==> src/sv/sgjag_pkg.sv <==
// Shared types and constants of the serpenoid gait joint angle generator.
`timescale 1ns / 1ps

package sgjag_pkg;

  typedef enum logic [1:0] {
    GAIT_SNAKE = 2'd0,
    GAIT_SIDE  = 2'd1,
    GAIT_HELIX = 2'd2,
    GAIT_OFF   = 2'd3
  } gait_e;

  typedef enum logic [1:0] {
    AMP_SEL_SNAKE = 2'd0,
    AMP_SEL_SIDE  = 2'd1,
    AMP_SEL_HELIX = 2'd2
  } amp_e;

  // Phase in 24-bit turns
  localparam logic [23:0] PH_SNAKE_W    = 24'd267018;
  localparam logic [23:0] PH_SNAKE_STEP = 24'd4005265;
  localparam logic [23:0] PH_SIDE_STEP  = 24'd4806318;
  localparam logic [23:0] PH_EIGHTH     = 24'd2097152;
  localparam logic [23:0] PH_HELIX_W    = 24'd80105;
  localparam logic [23:0] PH_HELIX_STEP = 24'd1814854;
  localparam logic [23:0] PH_ROUND      = 24'd2048;

  // Servo counts, 8 fraction bits
  localparam logic [16:0] AMP_SNAKE = 17'd52326;
  localparam logic [16:0] AMP_SIDE  = 17'd78490;
  localparam logic [16:0] AMP_HELIX = 17'd65733;

  localparam logic [9:0] CENTER = 10'd512;

  // Quarter-wave polynomial coefficients
  localparam logic [11:0] SIN_C3 = 12'd2320;
  localparam logic [14:0] SIN_C2 = 15'd21024;
  localparam logic [15:0] SIN_C1 = 16'd51472;
  localparam logic [14:0] SIN_MAX = 15'd32767;

  typedef struct packed {
    logic signed [15:0] time_step;
    logic [5:0]         unit_index;
  } in_t;

  typedef struct packed {
    logic [9:0] yaw_position;
    logic [9:0] pitch_position;
  } out_t;

  // One joint's phase and handling flags
  typedef struct packed {
    logic [11:0] phase;
    logic        neg;
    logic        zero;
    amp_e        amp;
  } lane_t;

  // Sine magnitude with sign and handling flags
  typedef struct packed {
    logic [14:0] mag;
    logic        neg;
    logic        zero;
    amp_e        amp;
  } sine_t;

  function automatic logic [16:0] amp_value(amp_e sel);
    logic [16:0] a;
    case (sel)
      AMP_SEL_SNAKE: a = AMP_SNAKE;
      AMP_SEL_SIDE:  a = AMP_SIDE;
      AMP_SEL_HELIX: a = AMP_HELIX;
      default:       a = '0;
    endcase
    return a;
  endfunction

endpackage

==> src/sv/snake_gait_joint_angle_generator.sv <==
// Top level: serpenoid gait joint angle generator pipeline.
//
//  channel | direction | handshake             | payload
//  in      | input     | in_valid_i/in_ready_o | sgjag_pkg::in_t
//  out     | output    | out_valid_o/out_ready_i | sgjag_pkg::out_t
//  cfg     | input     | cfg_we_i              | cfg_data_i (gait mode)
//
// One transaction per cycle unless the output stalls; stages: input, phase, four sine stages, output.
// The sine polynomial's four chained multiplies set the depth.
// Stages advance on their own, so bubbles close up while the output is stalled.
// Reset clears stage valids and sets the gait mode to off.
`timescale 1ns / 1ps

module snake_gait_joint_angle_generator #(
  parameter int UNIT_COUNT = 64
) (
  input  logic            clk_i,
  input  logic            rst_ni,
  input  logic            in_valid_i,
  output logic            in_ready_o,
  input  sgjag_pkg::in_t  in_data_i,
  output logic            out_valid_o,
  input  logic            out_ready_i,
  output sgjag_pkg::out_t out_data_o,
  input  logic            cfg_we_i,
  input  logic [1:0]      cfg_data_i
);

  localparam int Stages = 7;

  sgjag_pkg::gait_e mode_q;
  logic [Stages-1:0] valid_q;
  logic [Stages-1:0] load;

  sgjag_pkg::in_t   in_q;
  sgjag_pkg::lane_t yaw_d, pitch_d;
  sgjag_pkg::lane_t yaw_q, pitch_q;
  sgjag_pkg::sine_t yaw_s, pitch_s;
  logic [9:0]       yaw_pos, pitch_pos;
  sgjag_pkg::out_t  out_q;

  always_comb begin
    load[Stages-1] = !valid_q[Stages-1] || out_ready_i;
    for (int k = Stages - 2; k >= 0; k--) begin
      load[k] = !valid_q[k] || load[k+1];
    end
  end

  assign in_ready_o = load[0];

  always_ff @(posedge clk_i or negedge rst_ni) begin
    if (!rst_ni) begin
      mode_q  <= sgjag_pkg::GAIT_OFF;
      valid_q <= '0;
    end else begin
      if (cfg_we_i) begin
        mode_q <= sgjag_pkg::gait_e'(cfg_data_i);
      end
      if (load[0]) begin
        valid_q[0] <= in_valid_i;
      end
      for (int k = 1; k < Stages; k++) begin
        if (load[k]) begin
          valid_q[k] <= valid_q[k-1];
        end
      end
    end
  end

  sgjag_phase #(
    .UNIT_COUNT(UNIT_COUNT)
  ) u_phase (
    .in_i   (in_q),
    .mode_i (mode_q),
    .yaw_o  (yaw_d),
    .pitch_o(pitch_d)
  );

  always_ff @(posedge clk_i) begin
    if (load[0]) begin
      in_q <= in_data_i;
    end
    if (load[1]) begin
      yaw_q   <= yaw_d;
      pitch_q <= pitch_d;
    end
    if (load[6]) begin
      out_q <= '{yaw_position: yaw_pos, pitch_position: pitch_pos};
    end
  end

  sgjag_sine u_sine_yaw (
    .clk_i (clk_i),
    .en_i  (load[5:2]),
    .lane_i(yaw_q),
    .sine_o(yaw_s)
  );

  sgjag_sine u_sine_pitch (
    .clk_i (clk_i),
    .en_i  (load[5:2]),
    .lane_i(pitch_q),
    .sine_o(pitch_s)
  );

  sgjag_scale u_scale_yaw (
    .sine_i(yaw_s),
    .pos_o (yaw_pos)
  );

  sgjag_scale u_scale_pitch (
    .sine_i(pitch_s),
    .pos_o (pitch_pos)
  );

  assign out_valid_o = valid_q[Stages-1];
  assign out_data_o  = out_q;

endmodule

==> src/sv/sgjag_phase.sv <==
// Gait phase generation for the yaw and pitch joints of one unit.
`timescale 1ns / 1ps

module sgjag_phase #(
  parameter int UNIT_COUNT = 64
) (
  input  sgjag_pkg::in_t   in_i,
  input  sgjag_pkg::gait_e mode_i,
  output sgjag_pkg::lane_t yaw_o,
  output sgjag_pkg::lane_t pitch_o
);

  logic [23:0] t_ext;
  logic [23:0] w;
  logic [23:0] step;
  logic [23:0] t_prod;
  logic [29:0] i_prod;
  logic [23:0] ph;
  logic [23:0] ph_r;
  logic [23:0] ph_lag_r;
  logic [11:0] p;
  logic [11:0] p_lag;
  logic        off;

  always_comb begin
    t_ext = {{8{in_i.time_step[15]}}, in_i.time_step};
    w     = (mode_i == sgjag_pkg::GAIT_HELIX) ? sgjag_pkg::PH_HELIX_W : sgjag_pkg::PH_SNAKE_W;
    case (mode_i)
      sgjag_pkg::GAIT_SIDE:  step = sgjag_pkg::PH_SIDE_STEP;
      sgjag_pkg::GAIT_HELIX: step = sgjag_pkg::PH_HELIX_STEP;
      default:               step = sgjag_pkg::PH_SNAKE_STEP;
    endcase
    t_prod   = t_ext * w;
    i_prod   = in_i.unit_index * step;
    ph       = t_prod + i_prod[23:0];
    ph_r     = ph + sgjag_pkg::PH_ROUND;
    ph_lag_r = ph - sgjag_pkg::PH_EIGHTH + sgjag_pkg::PH_ROUND;
    p        = ph_r[23:12];
    p_lag    = ph_lag_r[23:12];
    off      = (mode_i == sgjag_pkg::GAIT_OFF) ||
               ({3'b000, in_i.unit_index} >= 9'(UNIT_COUNT));

    yaw_o   = '{phase: p, neg: 1'b0, zero: off, amp: sgjag_pkg::AMP_SEL_SNAKE};
    pitch_o = '{phase: p, neg: 1'b0, zero: 1'b1, amp: sgjag_pkg::AMP_SEL_SNAKE};
    case (mode_i)
      sgjag_pkg::GAIT_SIDE: begin
        yaw_o.amp     = sgjag_pkg::AMP_SEL_SIDE;
        pitch_o.amp   = sgjag_pkg::AMP_SEL_SIDE;
        pitch_o.phase = p_lag;
        pitch_o.zero  = off;
      end
      sgjag_pkg::GAIT_HELIX: begin
        yaw_o.amp     = sgjag_pkg::AMP_SEL_HELIX;
        yaw_o.phase   = p + 12'd1024;
        pitch_o.amp   = sgjag_pkg::AMP_SEL_HELIX;
        pitch_o.neg   = 1'b1;
        pitch_o.zero  = off;
      end
      default: begin
      end
    endcase
  end

endmodule

==> src/sv/sgjag_sine.sv <==
// Four-stage quarter-wave polynomial sine of a 12-bit phase.
`timescale 1ns / 1ps

module sgjag_sine (
  input  logic             clk_i,
  input  logic [3:0]       en_i,
  input  sgjag_pkg::lane_t lane_i,
  output sgjag_pkg::sine_t sine_o
);

  typedef struct packed {
    logic        neg;
    logic        zero;
    sgjag_pkg::amp_e amp;
  } flag_t;

  logic [1:0]  q;
  logic [10:0] x;
  logic [15:0] z_d;
  logic [31:0] zz;
  logic [27:0] v1_prod;
  logic [12:0] v1;
  logic [30:0] v2_prod;
  logic [15:0] v2;
  logic [31:0] s_prod;
  logic [16:0] s_raw;

  logic [15:0] a_z_q, a_z2_q;
  flag_t       a_f_q;
  logic [15:0] b_z_q, b_z2_q;
  logic [14:0] b_d1_q;
  flag_t       b_f_q;
  logic [15:0] c_z_q;
  logic [15:0] c_d2_q;
  flag_t       c_f_q;
  logic [14:0] d_s_q;
  flag_t       d_f_q;

  always_comb begin
    q       = lane_i.phase[11:10];
    x       = q[0] ? (11'd1024 - {1'b0, lane_i.phase[9:0]}) : {1'b0, lane_i.phase[9:0]};
    z_d     = {x[10:0], 5'b00000};
    zz      = z_d * z_d;
    v1_prod = sgjag_pkg::SIN_C3 * a_z2_q;
    v1      = v1_prod[27:15];
    v2_prod = b_d1_q * b_z2_q;
    v2      = v2_prod[30:15];
    s_prod  = c_d2_q * c_z_q;
    s_raw   = s_prod[31:15];
  end

  always_ff @(posedge clk_i) begin
    if (en_i[0]) begin
      a_z_q  <= z_d;
      a_z2_q <= zz[30:15];
      a_f_q  <= '{neg: lane_i.neg ^ q[1], zero: lane_i.zero, amp: lane_i.amp};
    end
    if (en_i[1]) begin
      b_z_q  <= a_z_q;
      b_z2_q <= a_z2_q;
      b_d1_q <= sgjag_pkg::SIN_C2 - 15'(v1);
      b_f_q  <= a_f_q;
    end
    if (en_i[2]) begin
      c_z_q  <= b_z_q;
      c_d2_q <= sgjag_pkg::SIN_C1 - v2;
      c_f_q  <= b_f_q;
    end
    if (en_i[3]) begin
      d_s_q <= (s_raw > 17'(sgjag_pkg::SIN_MAX)) ? sgjag_pkg::SIN_MAX : s_raw[14:0];
      d_f_q <= c_f_q;
    end
  end

  assign sine_o = '{mag: d_s_q, neg: d_f_q.neg, zero: d_f_q.zero, amp: d_f_q.amp};

endmodule

==> src/sv/sgjag_scale.sv <==
// Amplitude scaling of a sine value to a servo goal position.
`timescale 1ns / 1ps

module sgjag_scale (
  input  sgjag_pkg::sine_t sine_i,
  output logic [9:0]       pos_o
);

  logic [31:0] prod;
  logic [32:0] prod_up;
  logic [9:0]  d;

  always_comb begin
    prod    = sgjag_pkg::amp_value(sine_i.amp) * sine_i.mag;
    // Negative side rounds away from centre
    prod_up = {1'b0, prod} + 33'h07FFFFF;
    d       = sine_i.neg ? {1'b0, prod_up[31:23]} : {1'b0, prod[31:23]};
    if (sine_i.zero) begin
      pos_o = sgjag_pkg::CENTER;
    end else if (sine_i.neg) begin
      pos_o = sgjag_pkg::CENTER - d;
    end else begin
      pos_o = sgjag_pkg::CENTER + d;
    end
  end

endmodule

==> config.mk <==
export PLATFORM = sky130hd
export DESIGN_NAME = snake_gait_joint_angle_generator
export DESIGN_NICKNAME = d
export VERILOG_FILES = /design/src/sv/sgjag_pkg.sv /design/src/sv/snake_gait_joint_angle_generator.sv /design/src/sv/sgjag_phase.sv /design/src/sv/sgjag_sine.sv /design/src/sv/sgjag_scale.sv
export SDC_FILE = /design/constraint.sdc
export NUM_CORES = 2
export LEC_CHECK = 0
export BUFFER_PORTS_ARGS = -buffer_cell sky130_fd_sc_hd__buf_2
export CORE_AREA = 3 3 451 319
export DETAILED_ROUTE_END_ITERATION = 8
export DIE_AREA = 0 0 454 322
export PLACE_DENSITY = 0.65
export SYNTH_ARGS = -nofsm -noshare
export SYNTH_HDL_FRONTEND = slang
export SYNTH_SLANG_ARGS = --single-unit
==> constraint.sdc <==
create_clock -name clk_i -period 18.6 [get_ports clk_i]
set_input_delay 0.93 -clock clk_i [delete_from_list [all_inputs] [get_ports clk_i]]
set_output_delay 0.93 -clock clk_i [all_outputs]
set_load 0.01 [all_outputs]
Yosys cells after proc, flatten, opt, wreduce, memory -nomap -nowiden. Cells that the tools add are included.

Equality and inequality tests: 7. Order comparisons: 2. $mul: 12. Reductions and logical operators: 16. Bitwise gates (word level): 1. Add/sub/neg operators: 17. Mux-type cells: 15.

Operator list (count): one-hot mux 17 bit (3 select lines) (2); adder 32 x 23 -> 32 bit (second input constant) (2); multiplier 17 x 15 -> 32 bit (2); multiplier 15 x 16 -> 31 bit (2); multiplier 16 x 11 -> 27 bit (2); adder 24 x 12 -> 24 bit (second input constant) (2); multiplier 8 x 16 -> 24 bit (first input constant) (2); one-hot mux 23 bit (2 select lines) (1); multiplier 11 x 11 -> 21 bit (2); > comparator 17 x 15 -> 1 bit (second input constant) (2); subtractor 16 bit (first input constant) (2); subtractor 15 x 13 -> 15 bit (first input constant) (2); adder 24 bit (1); multiplier 16 x 20 -> 24 bit (1); multiplier 6 x 23 -> 24 bit (1); two-way mux 12 bit (2); subtractor 24 x 22 -> 24 bit (second input constant) (1); two-way mux 11 bit (2); subtractor 11 x 10 -> 11 bit (first input constant) (2); adder 10 bit (first input constant) (2); two-way mux 10 bit (2); subtractor 10 bit (first input constant) (2); two-way mux 19 bit (1); two-way mux 9 bit (2); other kinds (10) (28).

Output and inout port bits: 22. Input port bits: 29. Bits in registers: 336.

Depth between registers and ports, before layout.
Depth after elaboration: 8. Depth in mapped cells: 34.

By module. A second synthesis with hierarchy kept.

Cells, all modules: 7432. Area, all modules: 72225.5 µm².

Modules (own cells, without submodules): sgjag_sine at u_sine_yaw (area each 22175.0 µm², times used 1, cells an instance 2287); sgjag_sine at u_sine_pitch (area each 21999.8 µm², times used 1, cells an instance 2233); sgjag_scale (area each 8099.0 µm², times used 2, cells an instance 920); sgjag_phase (area each 9247.6 µm², times used 1, cells an instance 968); snake_gait_joint_angle_generator (area each 2605.0 µm², times used 1, cells an instance 104).

Worst setup path before layout. OpenSTA, ideal clock, no wires.

Kind: flip-flop to flip-flop. Start: register mode_q[1]. End: register yaw_q[15] (netlist name) (data pin). Path buffers: 4. Path slack: 10.231 ns. Period minus slack after synthesis: 8.369 ns. Cell stages (with the launch flop): 29. Data required time: 18.334 ns. Arrival: 8.104 ns. Cell sequence: dfstp_2 -> ha_1 -> buf_2 -> clkbuf_1 -> clkbuf_1 -> buf_1 -> and2_1 -> fa_1 -> fa_1 -> fa_1 -> fa_1 -> fa_1 -> inv_1 -> fa_1 -> inv_1 -> fa_1 -> ha_1 -> a21o_1 -> a21o_1 -> a2111o_1 -> and3_1 -> a311oi_2 -> nand3_1 -> nor4_4 -> and4b_1 -> a31oi_1 -> o211ai_1 -> o211ai_1 -> xor2_1.

RTL lines: from (decl) (RTL line snake_gait_joint_angle_generator.sv:31) `sgjag_pkg::gait_e mode_q;`; from (signal assigned) (RTL line snake_gait_joint_angle_generator.sv:53) `mode_q <= sgjag_pkg::GAIT_OFF;`; from (signal assigned) (RTL line snake_gait_joint_angle_generator.sv:57) `mode_q <= sgjag_pkg::gait_e'(cfg_data_i);`; to (signal assigned) (RTL line snake_gait_joint_angle_generator.sv:84) `yaw_q <= yaw_d;`; to (decl) (RTL line snake_gait_joint_angle_generator.sv:37) `sgjag_pkg::lane_t yaw_q, pitch_q;`.

Worst setup path after layout.
Start: register u_sine_yaw.d_f_q, in the netlist u_sine_yaw.sine_o[0]. End: register out_q, in the netlist out_data_o[18] (data pin).

Word-level cells in the longest chain between the ends: 7.

RTL lines: from (decl) (RTL line sgjag_sine.sv:37) `flag_t d_f_q;`; from (signal assigned) (RTL line sgjag_sine.sv:71) `d_f_q <= c_f_q;`; == test 2 bit (tied with other cells) (RTL line sgjag_pkg.sv:69) `case (sel)`; one-hot mux 17 bit (3 select lines) * (RTL line sgjag_pkg.sv:69); multiplier 17 x 15 -> 32 bit * (RTL line sgjag_scale.sv:14) `prod = sgjag_pkg::amp_value(sine_i.amp) * sine_i.mag;`; adder 32 x 23 -> 32 bit (RTL line sgjag_scale.sv:16) `prod_up = {1'b0, prod} + 33'h07FFFFF;`; two-way mux 9 bit * (RTL line sgjag_scale.sv:17) `d = sine_i.neg ? {1'b0, prod_up[31:23]} : {1'b0, prod[31:23]};`; adder 10 bit / subtractor 10 bit (equally long branches) (RTL line sgjag_scale.sv:23, sgjag_scale.sv:21); two-way mux 10 bit * (RTL line sgjag_scale.sv:20) `end else if (sine_i.neg) begin`; to (signal assigned) (RTL line snake_gait_joint_angle_generator.sv:88) `out_q <= '{yaw_position: yaw_pos, pitch_position: pitch_pos};`; to (decl) (RTL line snake_gait_joint_angle_generator.sv:40) `sgjag_pkg::out_t out_q;`.

Every way passes the cells marked *; elsewhere a longest branch is shown, timed or not. A chain may end at the register's enable or synchronous reset.

==> flow_metrics.py <==
metrics = {
    "synthesis": {
        "ys_ff_latch": 326,
        "synthesis.instances": 7139,
        "ys.warnings.count": 0,
        "syn_area_per_cell_um2": 9.79,
        "synth_async_sr_flop_share": 0.0276,
        "synthesis.area_um2": 69900,
        "synth_edf_count": 317,
        "synthDistinctLibCells": 103,
        "synth_area_leaders": "fa_1 38%, ha_1 16%, edfxtp_1 14%",
        "yosysTopAreaCellShare": 0.375,
        "synth_ff_type": "edfxtp_1",
        "yosysSeqAreaShare": 0.140,
        "yosysTopAreaCell": "fa_1",
    },
    "final_layout": {
        "areaGrowthSynthToFinish_pct": 5.16,
        "nNetsFinal": 9298,
        "layout-drive-gt1-share": 0.0334,
    },
    "clock_network": {
        "numCtsBuffers": 40,
        "post_cts_buffers": 0,
        "cts_sinks": 326,
        "hold_buffers": 0,
        "htreeDepth": 2,
        "cts-resized-gates": 0,
        "cts_root_buf": "clkbuf_16",
        "clk_pin_slew_ns": 0.08,
        "tritoncts": "yes",
        "clk_path_buf_depth": 3,
        "clkLatencyLatePin_ns": 0.63,
    },
    "global_route": {
        "gr-max-usage-layer": "met1",
        "grt_pass1_wl_um": 264000,
        "first_global_vias": 49900,
        "grt_use_total": 0.224,
        "use_met3": 0.0405,
        "antenna_found_initial": 2,
        "overflow": 0,
        "use_met2": 0.339,
        "grt_max_degree": 63,
        "grt_use_met1": 0.345,
    },
    "detailed_routing": {
        "drt_pass1_iterations": 6,
        "ant_nets": 0,
        "wl_per_cell_um": 17.6,
        "drt_wl_total_um": 158000,
        "viasPerCell": 5.25,
        "drt-initial-drc-count": 2843,
        "vias": 47200,
        "drt_drc_violations_left": 0,
    },
    "timing": {
        "slew_viol_final": 0,
        "setup_viol": 0,
        "slew_headroom": 0.107,
        "min_period_over_period": 0.501,
        "worstMarginPinSlew_ns": 1.33,
        "fin_setup_tns_ns": 0,
        "rsz0062_at_grt": "false",
        "final_hold_viol_count": 0,
        "fin_crit_ns": 9.31,
        "finalClockSkew_ns": 0.0511,
        "timing.fmax_mhz": 107,
    },
    "run": {
        "max-cap-violations": 0,
    },
    "critical_path": {
        "critPathArrivalTime_ns": 9.79,
        "r2r-end": "out_data_o[18]$_SDFFCE_PP0P_",
        "startpoint_type": "flip-flop",
        "cp-end-kind": "flip-flop",
        "cp_max_fo": 23,
        "rr_startpoint": "u_sine_yaw.sine_o[0]$_DFFE_PP_",
        "cp_data_required_time_ns": 19.08,
        "critical_path_class": "flip-flop to flip-flop",
        "rrSetupSlack_ns": 9.29,
        "cp-startpoint": "u_sine_yaw.sine_o[0]$_DFFE_PP_",
        "reg2reg_depth": 26,
    },
    "floorplanning": {
        "ios": 51,
        "core_region_area_um2": 140000,
        "die_height_um": 322,
        "die_w_um": 454,
        "rows": 115,
        "initial_core_util": 0.499,
        "dieArea_um2": 146000,
    },
    "placement": {
        "portBuffers": 50,
        "dp_hpwl_um": 135000,
        "place.gp.congestion": 0.932,
    },
    "status": {
        "outcome": "complete, no violations",
    },
    "worst_hold_path": {
        "hold_class": "input port to asynchronous set/reset pin",
    },
}
[registers in the layout, summed over array words and instances (netlist names), 16 cells and up]
signal               cells
u_sine_pitch.a_z2_q     16
u_sine_pitch.b_z2_q     16
u_sine_yaw.b_z2_q       16
u_sine_yaw.c_d2_q       16
u_sine_pitch.c_d2_q     16
in_q                    22
out_data_o              20
u_sine_yaw.a_z2_q       16
[how the worst max path moves through the flow]
stage                                   end
2_1_floorplan           yaw_q[15]$_DFFE_PP_
3_3_place_gp   out_data_o[18]$_SDFFCE_PP0P_
3_5_place_dp   out_data_o[18]$_SDFFCE_PP0P_
4_1_cts        out_data_o[18]$_SDFFCE_PP0P_
5_1_grt        out_data_o[18]$_SDFFCE_PP0P_
6_report       out_data_o[18]$_SDFFCE_PP0P_
[cell families after synthesis]
kind of cell    synth area share
buf+inv                    0.101
compound gates            0.0597
simple gates               0.134
mux                      0.00220
fa+ha+maj                  0.530
other cells             0.000107
flops                      0.140
xor+xnor                  0.0330
[area by class of cell]
type	count	area, µm²
Antenna cell	1	2.50
Fill cell	12600	66500
Tap cell	1872	2340
Clock buffer	44	1030
Clock inverter	29	413
Inverter	1689	6340
Timing Repair Buffer	69	393
Sequential cell	326	9750
Multi-Input combinational cell	4967	53200
[synthesized netlist by cell type (all sizes together) (77+ instances only)]
cell type and number:
a21oi 122, and2 463, clkbuf 178, edfxtp 317
fa 1309, ha 867, inv 1686, nand2 763
nor2 225, nor3 77, o21ai 111, xnor2 166
xor2 97
[metrics by stage]
step	hold WS [ns]	worst slack, ns	area (µm²)	utilization	cells
after floorplan	0.400	10.23	70000	-	7169
final	0.191	9.29	73500	0.525	8997
after global routing	0.168	8.70	73500	0.525	8997
after CTS	0.156	9.36	73500	0.525	8996
after detailed placement	0.405	9.37	72000	0.514	8923
after global placement	0.400	9.58	72000	0.514	8923
[worst max-delay path, cell delays in order (launching register included)]
cell      delay [ns]
edfxtp_1        0.58
inv_1           0.75
ha_1            0.28
nor2_1          0.05
nor2_1          0.59
buf_4           0.37
nand2_1         0.11
fa_1            0.52
fa_1            0.52
inv_1           0.05
fa_1            0.50
fa_1            0.43
fa_1            0.51
fa_1            0.41
ha_1            0.38
a21oi_1         0.18
o21bai_1        0.08
a21o_1          0.21
nor3_1          0.23
and2_1          0.21
nor3_1          0.11
or3_1           0.33
a2111o_1        0.47
o41ai_4         0.48
nand3_2         0.16
or4_1           0.55
nand3_1         0.09
[layout by cell type, fill, tap and decap left out, drive strengths merged, types with 21 or more instances in the layout]
master / netlist / routed
inv: 1686 / 1691
fa: 1309 / 1309
ha: 867 / 867
nand2: 763 / 763
and2: 463 / 463
edfxtp: 317 / 317
nor2: 225 / 225
xnor2: 166 / 166
a21oi: 122 / 122
o21ai: 111 / 111
xor2: 97 / 97
nor3: 77 / 77
buf: 9 / 69
nand3: 59 / 59
nand2b: 58 / 58
a21o: 51 / 51
nor2b: 48 / 48
clkbuf: 178 / 44
and3: 43 / 43
or2: 41 / 41
o21a: 36 / 36
a31oi: 36 / 36
conb: 2 / 32
or3: 29 / 29
o211ai: 28 / 28
a211oi: 21 / 21
[metal layers]
layer,wire length (µm),vias up,share of wire
met5,0,-,0
met1,77900,23800,0.49
met3,11300,98,0.071
met2,67700,1250,0.43
li1,-,22100,-
met4,1560,0,0.0099
Power is not shown: default switching activity piles up to over one toggle a cycle in this logic, so the estimate is an artifact.
